### src/rtl/dq_pkg.sv
// Shared types and codes for the double-ended queue.
package dq_pkg;

    localparam logic [2:0] CMD_PUSH_REAR  = 3'd0;
    localparam logic [2:0] CMD_PUSH_FRONT = 3'd1;
    localparam logic [2:0] CMD_POP_REAR   = 3'd2;
    localparam logic [2:0] CMD_POP_FRONT  = 3'd3;
    localparam logic [2:0] CMD_LIST       = 3'd4;

    localparam logic [1:0] ST_OK    = 2'd0;
    localparam logic [1:0] ST_EMPTY = 2'd1;
    localparam logic [1:0] ST_FULL  = 2'd2;

    // Entries in the request queue between front and back.
    localparam int OPQ_DEPTH = 2;

    typedef struct packed {
        logic [2:0]         command;
        logic signed [31:0] value;
    } in_t;

    typedef struct packed {
        logic [1:0]         status;
        logic signed [31:0] value_res;
        logic               last;
    } out_t;

    // Decoded request as the back end sees it.
    typedef struct packed {
        logic               is_push;
        logic               is_pop;
        logic               is_list;
        logic               at_front;
        logic signed [31:0] value;
    } op_t;

endpackage

### src/rtl/dq_front.sv
// Front end: accepts requests, decodes them and drops unused command codes.
module dq_front
(
    input  logic          cmd_valid,
    output logic          cmd_ready,
    input  dq_pkg::in_t   cmd,
    output logic          op_valid,
    input  logic          op_ready,
    output dq_pkg::op_t   op
);

    logic known;

    always_comb
    begin
        op.is_push  = 1'b0;
        op.is_pop   = 1'b0;
        op.is_list  = 1'b0;
        op.at_front = 1'b0;
        op.value    = cmd.value;
        known       = 1'b1;
        case (cmd.command)
            dq_pkg::CMD_PUSH_REAR:
            begin
                op.is_push = 1'b1;
            end
            dq_pkg::CMD_PUSH_FRONT:
            begin
                op.is_push  = 1'b1;
                op.at_front = 1'b1;
            end
            dq_pkg::CMD_POP_REAR:
            begin
                op.is_pop = 1'b1;
            end
            dq_pkg::CMD_POP_FRONT:
            begin
                op.is_pop   = 1'b1;
                op.at_front = 1'b1;
            end
            dq_pkg::CMD_LIST:
            begin
                op.is_list = 1'b1;
            end
            default:
            begin
                known = 1'b0;
            end
        endcase
    end

    // Unused codes are taken at once and produce nothing.
    assign op_valid  = cmd_valid && known;
    assign cmd_ready = known ? op_ready : 1'b1;

endmodule

### src/rtl/dq_opq.sv
// Small request queue between the front end and the back end.
module dq_opq
(
    input  logic          clk,
    input  logic          rst_n,
    input  logic          wr_valid,
    output logic          wr_ready,
    input  dq_pkg::op_t   wr_op,
    output logic          rd_valid,
    input  logic          rd_ready,
    output dq_pkg::op_t   rd_op
);

    localparam int PW = (dq_pkg::OPQ_DEPTH > 1) ? $clog2(dq_pkg::OPQ_DEPTH) : 1;
    localparam int NW = $clog2(dq_pkg::OPQ_DEPTH + 1);

    dq_pkg::op_t slot_reg [dq_pkg::OPQ_DEPTH];
    logic [PW-1:0] wr_ptr_reg, wr_ptr_next;
    logic [PW-1:0] rd_ptr_reg, rd_ptr_next;
    logic [NW-1:0] fill_reg, fill_next;
    logic          do_wr, do_rd;

    assign wr_ready = fill_reg != NW'(dq_pkg::OPQ_DEPTH);
    assign rd_valid = fill_reg != '0;
    assign rd_op    = slot_reg[rd_ptr_reg];
    assign do_wr    = wr_valid && wr_ready;
    assign do_rd    = rd_valid && rd_ready;

    always_comb
    begin
        wr_ptr_next = wr_ptr_reg;
        rd_ptr_next = rd_ptr_reg;
        fill_next   = fill_reg;
        if (do_wr)
        begin
            wr_ptr_next = (wr_ptr_reg == PW'(dq_pkg::OPQ_DEPTH - 1)) ? '0 : wr_ptr_reg + 1'b1;
        end
        if (do_rd)
        begin
            rd_ptr_next = (rd_ptr_reg == PW'(dq_pkg::OPQ_DEPTH - 1)) ? '0 : rd_ptr_reg + 1'b1;
        end
        if (do_wr && !do_rd)
        begin
            fill_next = fill_reg + 1'b1;
        end
        else if (do_rd && !do_wr)
        begin
            fill_next = fill_reg - 1'b1;
        end
    end

    always_ff @(posedge clk or negedge rst_n)
    begin
        if (!rst_n)
        begin
            wr_ptr_reg <= '0;
            rd_ptr_reg <= '0;
            fill_reg   <= '0;
        end
        else
        begin
            wr_ptr_reg <= wr_ptr_next;
            rd_ptr_reg <= rd_ptr_next;
            fill_reg   <= fill_next;
        end
    end

    always_ff @(posedge clk)
    begin
        if (do_wr)
        begin
            slot_reg[wr_ptr_reg] <= wr_op;
        end
    end

endmodule

### src/rtl/dq_back.sv
// Back end: circular entry store, front pointer, count and result register.
module dq_back
#(
    parameter int DEPTH = 16
)
(
    input  logic          clk,
    input  logic          rst_n,
    input  logic          op_valid,
    output logic          op_ready,
    input  dq_pkg::op_t   op,
    output logic          res_valid,
    input  logic          res_ready,
    output dq_pkg::out_t  res
);

    localparam int IW = $clog2(DEPTH);
    localparam int CW = $clog2(DEPTH + 1);

    localparam logic [1:0] S_IDLE = 2'd0;
    localparam logic [1:0] S_LIST = 2'd1;
    localparam logic [1:0] S_READ = 2'd2;

    logic signed [31:0] mem [DEPTH];
    logic signed [31:0] rd_data_reg;

    logic [1:0]    state_reg, state_next;
    logic [IW-1:0] front_reg, front_next;
    logic [CW-1:0] count_reg, count_next;
    logic [IW-1:0] idx_reg, idx_next;
    logic          last_pend_reg, last_pend_next;
    logic          res_valid_reg, res_valid_next;
    dq_pkg::out_t  res_reg, res_next;

    logic               we, re;
    logic [IW-1:0]      waddr, raddr;
    logic signed [31:0] wdata;

    logic          out_free, full, empty;
    logic [IW:0]   rear_sum, back_sum, list_sum;
    logic [IW-1:0] rear_slot, back_slot, list_slot, front_dec, front_inc;

    assign out_free = !res_valid_reg || res_ready;
    assign full     = count_reg == CW'(DEPTH);
    assign empty    = count_reg == '0;

    // Slot addresses: front plus an offset, wrapped once at DEPTH.
    assign rear_sum  = {1'b0, front_reg} + (IW+1)'(count_reg);
    assign back_sum  = {1'b0, front_reg} + (IW+1)'(count_reg) - 1'b1;
    assign list_sum  = {1'b0, front_reg} + {1'b0, idx_reg};
    assign rear_slot = (rear_sum >= (IW+1)'(DEPTH)) ? IW'(rear_sum - (IW+1)'(DEPTH))
                                                   : IW'(rear_sum);
    assign back_slot = (back_sum >= (IW+1)'(DEPTH)) ? IW'(back_sum - (IW+1)'(DEPTH))
                                                   : IW'(back_sum);
    assign list_slot = (list_sum >= (IW+1)'(DEPTH)) ? IW'(list_sum - (IW+1)'(DEPTH))
                                                   : IW'(list_sum);
    assign front_dec = (front_reg == '0) ? IW'(DEPTH - 1) : front_reg - 1'b1;
    assign front_inc = (front_reg == IW'(DEPTH - 1)) ? '0 : front_reg + 1'b1;

    always_comb
    begin
        state_next     = state_reg;
        front_next     = front_reg;
        count_next     = count_reg;
        idx_next       = idx_reg;
        last_pend_next = last_pend_reg;
        res_next       = res_reg;
        res_valid_next = res_valid_reg && !res_ready;
        op_ready       = 1'b0;
        we             = 1'b0;
        re             = 1'b0;
        waddr          = rear_slot;
        raddr          = back_slot;
        wdata          = op.value;

        case (state_reg)
            S_IDLE:
            begin
                if (op_valid && out_free)
                begin
                    op_ready = 1'b1;
                    if (op.is_push)
                    begin
                        res_valid_next = 1'b1;
                        res_next.last  = 1'b1;
                        if (full)
                        begin
                            res_next.status    = dq_pkg::ST_FULL;
                            res_next.value_res = '0;
                        end
                        else
                        begin
                            we = 1'b1;
                            if (op.at_front)
                            begin
                                waddr      = front_dec;
                                front_next = front_dec;
                            end
                            count_next         = count_reg + 1'b1;
                            res_next.status    = dq_pkg::ST_OK;
                            res_next.value_res = op.value;
                        end
                    end
                    else if (op.is_pop || op.is_list)
                    begin
                        if (empty)
                        begin
                            res_valid_next     = 1'b1;
                            res_next.status    = dq_pkg::ST_EMPTY;
                            res_next.value_res = '0;
                            res_next.last      = 1'b1;
                        end
                        else if (op.is_list)
                        begin
                            idx_next   = '0;
                            state_next = S_LIST;
                        end
                        else
                        begin
                            re = 1'b1;
                            if (op.at_front)
                            begin
                                raddr      = front_reg;
                                front_next = front_inc;
                            end
                            count_next     = count_reg - 1'b1;
                            last_pend_next = 1'b1;
                            state_next     = S_READ;
                        end
                    end
                end
            end
            S_LIST:
            begin
                // Issue one read per entry, waiting for the result register.
                if (out_free)
                begin
                    re             = 1'b1;
                    raddr          = list_slot;
                    last_pend_next = (CW'(idx_reg) + 1'b1) == count_reg;
                    idx_next       = idx_reg + 1'b1;
                    state_next     = S_READ;
                end
            end
            S_READ:
            begin
                res_valid_next     = 1'b1;
                res_next.status    = dq_pkg::ST_OK;
                res_next.value_res = rd_data_reg;
                res_next.last      = last_pend_reg;
                state_next         = last_pend_reg ? S_IDLE : S_LIST;
            end
            default:
            begin
                state_next = S_IDLE;
            end
        endcase
    end

    always_ff @(posedge clk or negedge rst_n)
    begin
        if (!rst_n)
        begin
            state_reg     <= S_IDLE;
            front_reg     <= '0;
            count_reg     <= '0;
            idx_reg       <= '0;
            last_pend_reg <= 1'b0;
            res_valid_reg <= 1'b0;
        end
        else
        begin
            state_reg     <= state_next;
            front_reg     <= front_next;
            count_reg     <= count_next;
            idx_reg       <= idx_next;
            last_pend_reg <= last_pend_next;
            res_valid_reg <= res_valid_next;
        end
    end

    always_ff @(posedge clk)
    begin
        res_reg <= res_next;
    end

    always_ff @(posedge clk)
    begin
        if (we)
        begin
            mem[waddr] <= wdata;
        end
        if (re)
        begin
            rd_data_reg <= mem[raddr];
        end
    end

    assign res_valid = res_valid_reg;
    assign res       = res_reg;

endmodule

### src/rtl/double_ended_queue.sv
// Top level of the double-ended queue: front end, request queue and back end.
//
//   channel   handshake             payload
//   cmd       cmd_valid/cmd_ready   dq_pkg::in_t  (command, value)
//   res       res_valid/res_ready   dq_pkg::out_t (status, value_res, last)
//
// A push is done in the back end's idle state and loads the result register;
// a pop reads the store, then loads the result register. A list reads each
// entry held in turn, each read waiting for the result register to free.
// Reset clears the pointers and count; store contents are undefined until pushed.
// A stalled result blocks the back end only; the front end keeps taking
// requests until its two-entry queue is full.
module double_ended_queue
#(
    parameter int DEPTH = 16
)
(
    input  logic          clk,
    input  logic          rst_n,
    input  logic          cmd_valid,
    output logic          cmd_ready,
    input  dq_pkg::in_t   cmd,
    output logic          res_valid,
    input  logic          res_ready,
    output dq_pkg::out_t  res
);

    logic        fq_valid, fq_ready;
    dq_pkg::op_t fq_op;
    logic        bq_valid, bq_ready;
    dq_pkg::op_t bq_op;

    dq_front u_front
    (
        .cmd_valid (cmd_valid),
        .cmd_ready (cmd_ready),
        .cmd       (cmd),
        .op_valid  (fq_valid),
        .op_ready  (fq_ready),
        .op        (fq_op)
    );

    dq_opq u_opq
    (
        .clk      (clk),
        .rst_n    (rst_n),
        .wr_valid (fq_valid),
        .wr_ready (fq_ready),
        .wr_op    (fq_op),
        .rd_valid (bq_valid),
        .rd_ready (bq_ready),
        .rd_op    (bq_op)
    );

    dq_back #(.DEPTH(DEPTH)) u_back
    (
        .clk       (clk),
        .rst_n     (rst_n),
        .op_valid  (bq_valid),
        .op_ready  (bq_ready),
        .op        (bq_op),
        .res_valid (res_valid),
        .res_ready (res_ready),
        .res       (res)
    );

endmodule
### config.mk
export PLATFORM = sky130hd
export DESIGN_NAME = double_ended_queue
export DESIGN_NICKNAME = d
export VERILOG_FILES = /design/src/rtl/dq_pkg.sv /design/src/rtl/dq_front.sv /design/src/rtl/dq_opq.sv /design/src/rtl/dq_back.sv /design/src/rtl/double_ended_queue.sv
export SDC_FILE = /design/constraint.sdc
export NUM_CORES = 1
export LEC_CHECK = 0
export ABC_AREA = 0
export BUFFER_PORTS_ARGS = -buffer_cell sky130_fd_sc_hd__buf_2
export CAP_MARGIN = 20
export CORE_MARGIN = 2
export CORE_UTILIZATION = 56
export CTS_CLUSTER_SIZE = 16
export DETAILED_ROUTE_END_ITERATION = 12
export GPL_TIMING_DRIVEN = 0
export PLACE_DENSITY = 0.76
export SYNTH_ARGS = -nofsm -noshare
export SYNTH_HDL_FRONTEND = slang
export SYNTH_SLANG_ARGS = --single-unit
### constraint.sdc
create_clock -name clk -period 4.8 [get_ports clk]
set_input_delay 0.24 -clock clk [delete_from_list [all_inputs] [get_ports clk]]
set_output_delay 0.24 -clock clk [all_outputs]
set_load 0.05 [all_outputs]
## Yosys cells after proc, flatten, opt, wreduce, memory -nomap -nowiden

Memory sizes are Yosys's and may differ from the RTL's. A register that Yosys moved wholly into a read port is not among the register bits.
Index checks and enable logic that the tools add are counted.

- Add/subtract/negate cells: 16
- $lt $le $gt $ge: 3
- Equal/unequal tests: 23
- Mux-type cells: 90
- Reduce and logical (&&, ||, !) cells: 33

Operators with widths:

| operator | number |
|---|---|
| $mux 35 | 4 |
| $mux 4 | 30 |
| $pmux 35 s2 | 1 |
| $mux 1 | 35 |
| $mux 34 | 1 |
| $mux 5 | 5 |
| $mux 2 | 8 |
| $ne 2x2->1 const B | 8 |
| $pmux 4 s2 | 2 |
| $sub 4x1->4 const B | 4 |
| $ge 5x5->1 const B | 3 |
| $reduce_and 7->1 | 2 |
| $reduce_bool 2->1 | 5 |
| $sub 5x1->5 const B | 2 |
| $add 4x1->4 const B | 2 |
| $ne 2x1->1 const B | 4 |
| $reduce_and 8->1 | 1 |
| $logic_and 1x1->1 | 7 |
| $eq 3x2->1 const B | 2 |
| $ne 3x2->1 const B | 2 |
| $pmux 1 s2 | 3 |
| $pmux 2 s3 | 1 |
| $reduce_and 6->1 | 1 |
| $reduce_or 2->1 | 3 |
| 24 further kinds | 29 |

- Register bits after elaboration: 56
- RAM bits: 584
- Input port bits: 39
- Word-level logic and storage cells: 179
- Memories: 2

Memories:

| name | depth | bits a word | read ports | clocked after Yosys merged registers in | write ports | RTL line | RTL |
|---|---|---|---|---|---|---|---|
| u_back.mem | 16 | 32 | 1 | 1 | 1 | dq_back.sv:24 | `logic signed [31:0] mem [DEPTH];` |
| u_opq.slot_reg | 2 | 36 | 1 | 0 | 1 | dq_opq.sv:17 | `dq_pkg::op_t slot_reg [dq_pkg::OPQ_DEPTH];` |

## Depth between registers and ports, before layout

Gate-level depths: netlist (run 1).

- Depth after elaboration: 11
- Gate-level depth with buffers: 11
- Gate-level depth less buffers: 10

## Hierarchy

From an unflattened synthesis (run 1), not the netlist that was laid out.

- Cells, all modules: 1838
- Area, all modules: 27756.6 um2

Modules (own cells, without submodules):

| module | times used | cells an instance | area each (um2) |
|---|---|---|---|
| dq_back | 1 | 1669 | 24521.0 |
| dq_opq | 1 | 130 | 2941.6 |
| dq_front | 1 | 39 | 294.0 |

## Worst setup path after synthesis (run 1)

OpenSTA, ideal clock, no wires.

- Path kind: register -> register
- From: register u_back.res_valid_reg (netlist: u_back.res_valid)
- To: memory u_back.mem[11][0], enable pin
- Setup time: 0.461 ns
- Data arrival time: 4.307 ns
- Setup slack: 0.032 ns
- Cell stages (with the launch flop): 7
- Cell sequence: dfrtp_1 > nor2b_1 > nor4_2 > and3_1 > nand2_1 > mux2_2 > nor3_1

- Word-level cells in the longest chain between the ends: 7
- Elaborated cells between the ends (all ways): 9
- Classes of those cells: mux: 6; reduce/logical: 3

RTL lines:

| item | RTL line | RTL |
|---|---|---|
| start, declared | dq_back.sv:32 | `logic res_valid_reg, res_valid_next;` |
| start signal, assigned | dq_back.sv:178 | `res_valid_reg <= res_valid_next;` |
| $logic_not 1->1 (*) | dq_back.sv:43 | `assign out_free = !res_valid_reg \|\| res_ready;` |
| $logic_or 1x1->1 (*) | dq_back.sv:43 |  |
| $logic_and 1x1->1 (*) | dq_back.sv:79 | `if (op_valid && out_free)` |
| $mux 1 | dq_back.sv:79 |  |
| $mux 1 | dq_back.sv:76 | `case (state_reg)` |
| $mux 1 | dq_back.sv:189 | `if (we)` |
| $mux 1 (implied by the code) | dq_back.sv:191 | `mem[waddr] <= wdata;` |
| end, declared | dq_back.sv:24 |  |

Mark *: on every way between the ends. The rest lies on a longest branch, timed or not.

## Worst setup path in the final report (run 1)

- From: register u_back.count_reg[1]
- To: memory u_back.mem[2][18], enable pin

- Word-level cells in the longest chain between the ends: 8
- Elaborated cells between the ends (all ways): 16
- Classes of those cells: add/sub: 2; order compare: 1; eq/ne: 1; mux: 12

RTL lines:

| item | RTL line | RTL |
|---|---|---|
| start, declared | dq_back.sv:29 | `logic [CW-1:0] count_reg, count_next;` |
| start signal, assigned | dq_back.sv:175 | `count_reg <= count_next;` |
| $add 4x5->5 | dq_back.sv:48 | `assign rear_sum = {1'b0, front_reg} + (IW+1)'(count_reg);` |
| $sub 4x1->4 / $ge 5x5->1 (equally long branches) | dq_back.sv:51 | `assign rear_slot = (rear_sum >= (IW+1)'(DEPTH)) ? IW'(rear_sum - (IW+1)'(DEPTH))` |
| $mux 4 | dq_back.sv:51 |  |
| $mux 4 | dq_back.sv:94 | `if (op.at_front)` |
| $mux 4 | dq_back.sv:86 | `if (full)` |
| $mux 4 | dq_back.sv:82 | `if (op.is_push)` |
| $mux 4 | dq_back.sv:79 |  |
| $mux 4 | dq_back.sv:76 |  |

Parallel ways exist; a longest one is shown, timed or not.

==> results of run 1 <==
-- area by class of cell --
type                       instances  share of cell area
sequential                       672               0.630
multi-input combinational        924               0.214
buffer                           132              0.0169
clock inverter                    42              0.0184
timing repair buffer             148              0.0393
clock buffer                      78              0.0559
inverter                          12             0.00141
tap                              622              0.0244
-- placed cells by master (no fill, tap or decap), types with 11 or more instances in the layout --
| master | n |
|---|---|
| edfxtp_1 | 651 |
| and3_1 | 196 |
| a211oi_1 | 192 |
| clkbuf_1 | 113 |
| buf_2 | 92 |
| nand2_1 | 81 |
| clkbuf_16 | 69 |
| o21bai_1 | 65 |
| o21ai_0 | 52 |
| mux2_2 | 39 |
| dlygate4sd3_1 | 37 |
| mux2i_1 | 36 |
| a32o_1 | 33 |
| a32oi_1 | 32 |
| and4_1 | 32 |
| buf_6 | 28 |
| dfrtp_1 | 21 |
| nor2_1 | 17 |
| ha_1 | 15 |
| bufinv_16 | 14 |
| xnor2_1 | 13 |
| clkinv_1 | 12 |
| a21oi_1 | 12 |
| inv_1 | 11 |
-- worst max path at each step --
stage,start,cells after the start,slack (ns),end
finish,u_back.count_reg[1],9,0.43,u_back.mem[2][18]
global route,u_back.state_reg[1],8,0.16,u_back.mem[2][18]
CTS,u_back.state_reg[1],8,0.49,u_back.mem[2][18]
detailed placement,u_back.count_reg[1],9,0.51,u_back.mem[2][13]
global placement,u_back.state_reg[1],6,-2.17,u_back.mem[11][13]
floorplan,u_back.res_valid,6,0.03,u_back.mem[11][0]
-- synth_stat cells, types with 16 or more instances --
library cell	number	area share
nor2_1	22	0.0030
buf_2	17	0.0031
o21ai_0	52	0.0095
nor3_1	16	0.0029
nand2_1	82	0.011
and3_1	200	0.046
clkbuf_1	106	0.015
mux2i_1	36	0.013
a32oi_1	32	0.010
a211oi_1	192	0.053
dfrtp_1	21	0.019
mux2_2	39	0.016
edfxtp_1	651	0.71
and4_1	32	0.010
o21bai_1	65	0.018
a32o_1	33	0.012
-- per-stage QoR --
stage               setup TNS [ns]  area, um2  instances   util  hold WS (ns)
global placement           -649.13      28500       2437  0.588         0.232
detailed placement               0      29100       2473  0.600         0.242
floorplan                        0      27400       1740      -       -0.0556
global route                     0      31900       2630  0.656        0.0744
finish                           0      31900       2630  0.656        0.0576
CTS                              0      31900       2630  0.656        0.0450
-- routing by layer --
layer / up-vias / part of all wire / global-route usage / wire length, um
met4: 2 / 0.046 / 0.135 / 3160
met3: 197 / 0.091 / 0.0502 / 6320
met2: 981 / 0.48 / 0.449 / 33600
met1: 8693 / 0.38 / 0.363 / 26300
met5: - / 0.00017 / 0 / 12
li1: 7450 / - / - / -
-- logic make-up (layout without fill, tap and decap cells) --
family,after synthesis,in the layout,share of synthesized area
AO/OA/AOI/OAI,413,413,0.114
XOR/XNOR,22,22,0.00754
adder cells (fa/ha/maj),18,18,0.00905
multiplexers,75,75,0.0292
buffers and inverters,144,412,0.0213
AND/OR/NAND/NOR,396,396,0.0855
flip-flops,672,672,0.733
-- timing repair --
item,4_1_cts,5_1_grt
endpoints found under the hold margin,93,0
setup buffers,0,0
endpoints found under the setup margin,0,0
hold buffers,37,0
-- critical path, delay by kind of cell, from the launching register on --
| family | cells | cell delay (ns) |
|---|---|---|
| mux | 1 | 0.80 |
| buf+inv | 2 | 0.55 |
| flops | 1 | 0.49 |
| simple gates | 6 | 2.21 |
==> metrics.txt, run 1 <==
worst-case headroom to the max-slew limit 0.259; largest clock skew in the final design 0.0263 ns; CTS tree yes; Synth async-reset ratio 0.0313; CTS resizes 0; number of hold violations in the final report 0; Worst Hold Path Cells 3; global-route wire length before repair 103000 um; proportion of synthesized chip area in sequential cells 0.733; number of instances in the synthesized netlist 1740; final number of setup-violating endpoints 0; worst reg2reg path startpoint u_back.count_reg[1]; Max Fanout on Critical Path 17; GPL Wtd Cong 0.903; reg2reg setup slack 0.43 ns; synthesized cell area 27400 um2; number of ports placed on the die boundary 76; clock edge transition at the registers on the reported setup and hold paths 0.06 ns; setup repair after global routing missed its margin false; highest cell delay on the worst timing path 0.80 ns; data arrival time of the critical path 4.67 ns; sequence of cells on the critical path or3_4 > nand2b_1 > clkbuf_1 > and3_1 > nand2_1 > mux2i_1 > nand2_1 > nor2_4 > buf_16; number of synthesized register bits 672; total CTS buffers 67; wire per inst 26.4 um; Residual DRC 0; Most used DFF post-synth edfxtp_1; number of clock sinks seen by CTS 672; post-route minimum period 4.37 ns; DIE AREA 50700 um2; most used cell along the critical path nand2_1; area taken by multi-input logic gates 6810 um2; mean post-synth cell area 15.7 um2; kind of start point of the critical path register; net count after synthesis 1797; slowest CP cell mux2i_1; core area 48500 um2; Worst Path Required 5.10 ns; Yosys warnings 0; Setup crit end kind register; antenna violations before repair 1; overall global routing resource usage 0.276; fill cell count 3191; kind of critical path register to register; maximum number of pins on one net before global-route repair 33; vias in the first global route 17072; height of the die 225 um; top achievable clock speed 229 MHz; hold path start cmd_valid; die boundary width 225 um; transition time at the pin with the least slew margin 1.11 ns; reg2reg end u_back.mem[2][18]; number of nets in the final layout 2014; post-route setup slack 0.428 ns; Post-synth EDFFs 651; number of cells on the worst reg-to-reg path 9; number of antenna-violating nets in the routed design 0; Largest register FFs 512; layout cell share with drive strength beyond 1 0.152; PortBufs 75; classification of the worst-slack hold path primary input to register; number of vias after detailed routing 17323; clock root buffer clkbuf_16; diodes inserted 0; distinct cell type count of the synthesized netlist 64; final worst path period share 0.911; end point of the worst hold path u_opq.wr_ptr_reg; worst slack at placement 0.512 ns; final routed wirelength across all metal layers 69400 um; max-cap viol count 0; htree depth 3; Row Count 81; CTS max path bufs 3; area added between synthesis and finish 16.4%; Initial DRT Pass Iterations 5; starting density of the core 0.564; number of max-slew violations in the final report 0; outcome completed; clock network latency to the later pin of the worst-skew pair 0.62 ns; First DRT Iteration DRCs 2307; Overflow after GRT 0; vias per std cell 6.59; sequential cell area 20100 um2; HPWL after detailed placement 45700 um
Power of run 1 is not shown: default switching activity piles up to over one toggle a cycle in this logic, so the estimate is an artifact.
==> run 2, diff against run 1 <==
--- a/config.mk
+++ b/config.mk
@@ -6,7 +6,7 @@
 export NUM_CORES = 1
 export LEC_CHECK = 0
 export ABC_AREA = 0
-export BUFFER_PORTS_ARGS = -buffer_cell sky130_fd_sc_hd__buf_2
+export BUFFER_PORTS_ARGS = -buffer_cell sky130_fd_sc_hd__buf_4
 export CAP_MARGIN = 20
 export CORE_MARGIN = 2
 export CORE_UTILIZATION = 56
==> run 2 against run 1 <==
Net effect: clock skew down 0.013 ns; setup slack worse by 0.013 ns; first-iteration DRC count down 6.1%; fmax down 0.31%; sequential cell count unchanged; clock-buffer cell count up 7; routed wire length up 0.63%; critical path depth down 1; global-route usage up 0.32 points; critical endpoint is now u_back.mem[2][13].
==> metrics.txt, run 2 (synthesized netlist as in run 1, its figures left out) <==
outcome completed; First DRT Iteration DRCs 2167; highest cell delay on the worst timing path 0.90 ns; sequence of cells on the critical path clkbuf_1 > nor4_2 > and3_1 > nand2_1 > mux2i_1 > nand2_1 > nor2_4 > buf_12; number of max-slew violations in the final report 0; slowest CP cell nor4_2; count of buffers added by post-CTS timing repair for setup 0; count of hold buffers inserted by post-cts repair 37; max-cap viol count 0; number of ports placed on the die boundary 76; GPL Wtd Cong 0.906; number of vias after detailed routing 17116; global-route wire length before repair 105000 um; antenna violations before repair 0; clock edge transition at the registers on the reported setup and hold paths 0.06 ns; number of antenna-violating nets in the routed design 0; Overflow after GRT 0; clock root buffer clkbuf_16; dpl cells 2472; setup repair after global routing missed its margin false; starting density of the core 0.564; total CTS buffers 68; Max Fanout on Critical Path 19; vias in the first global route 17537; htree depth 3; clock network latency to the later pin of the worst-skew pair 0.62 ns; number of hold violations in the final report 0; largest clock skew in the final design 0.0133 ns; overall global routing resource usage 0.280; Row Count 81; kind of critical path register to register; kind of start point of the critical path register; data arrival time of the critical path 4.69 ns; Residual DRC 0; final worst path period share 0.914; final routed wirelength across all metal layers 69900 um; final number of setup-violating endpoints 0; area added between synthesis and finish 16.1%; CTS max path bufs 3; leading cell type in the layout, fill and taps excluded edfxtp_1; Worst Path Required 5.11 ns; classification of the worst-slack hold path primary input to register; Initial DRT Pass Iterations 6; CTS tree yes; core area 48500 um2; PortBufs 75; vias per std cell 6.51; maximum number of pins on one net before global-route repair 33; height of the die 225 um; number of clock sinks seen by CTS 672; Largest register FFs 512; wire per inst 26.6 um; top achievable clock speed 228 MHz; final std cells w/o fill 2631; transition time at the pin with the least slew margin 1.07 ns; CTS resizes 0; DIE AREA 50700 um2; worst-case headroom to the max-slew limit 0.287; diodes inserted 0; die boundary width 225 um; most frequent cells in the layout edfxtp_1, and3_1, a211oi_1; Setup crit end kind register; HPWL after detailed placement 45800 um; number of nets in the final layout 2014; layout cell share with drive strength beyond 1 0.148; post-route minimum period 4.39 ns; most used cell along the critical path nand2_1
[run 2: cell count changes in the layout (fill, tap and decap cells not counted), sizes merged]
cell	previous run	this run
clkinv	24	28
buf	137	136
clkinvlp	2	3
clkbuf	184	191
bufinv	14	3
inv	14	15
[run 2: worst max-delay path: cells and delay by family, from the launching register on]
kind                   cells  cell delay (ns)
DFF                        1             0.37
and+or+nand+nor            5             2.43
muxes                      1             0.76
buffers and inverters      2             0.48
[run 2: through the flow]
stage                util  setup TNS [ns]  setup slack, ns  hold slack (ns)  cell area (um2)
floorplan               -               0           0.0322          -0.0556            27400
global placement    0.592         -644.98            -2.14            0.146            28700
detailed placement  0.603               0            0.523            0.151            29300
CTS                 0.655               0            0.503           0.0336            31800
global route        0.655               0            0.243           0.0750            31800
finish              0.655               0            0.415           0.0434            31800
[run 2: layout make-up]
class                   count  area (um2)
well taps                 622         778
multi-input cells         924        6810
clock inverters            37         275
fillers                  3220       16800
plain buffers             132         539
inverters                  12        45.0
flip-flops and latches    672       20100
clock buffers              85        1850
repair buffers            147        1410
[run 2: path summary, 6_finish.rpt]
| path | to | cells past startpoint | slack [ns] | from |
|---|---|---|---|---|
| min in group asynchronous | u_back.count_reg[1] | 2 | 0.06 | rst_n |
| worst min-delay path | u_opq.wr_ptr_reg | 3 | 0.04 | cmd_valid |
| worst max-delay path | u_back.mem[2][13] | 8 | 0.41 | u_back.state_reg[1] |
| worst max register to register | u_back.mem[2][13] | 8 | 0.41 | u_back.state_reg[1] |
| max in group asynchronous | u_opq.fill_reg[1] | 2 | 4.50 | rst_n |
| worst min register to register | u_opq.fill_reg[1] | 1 | 0.51 | u_opq.fill_reg[1] |
[run 2: routing by layer]
layer  up-vias  share of wire  GRT usage
met1      8496           0.38      0.365
met2      1001           0.48      0.458
met3       179          0.093     0.0551
met4         0          0.044      0.128
li1       7440              -          -
met5         -              0          0
Power of run 2 is left out for the same reason.
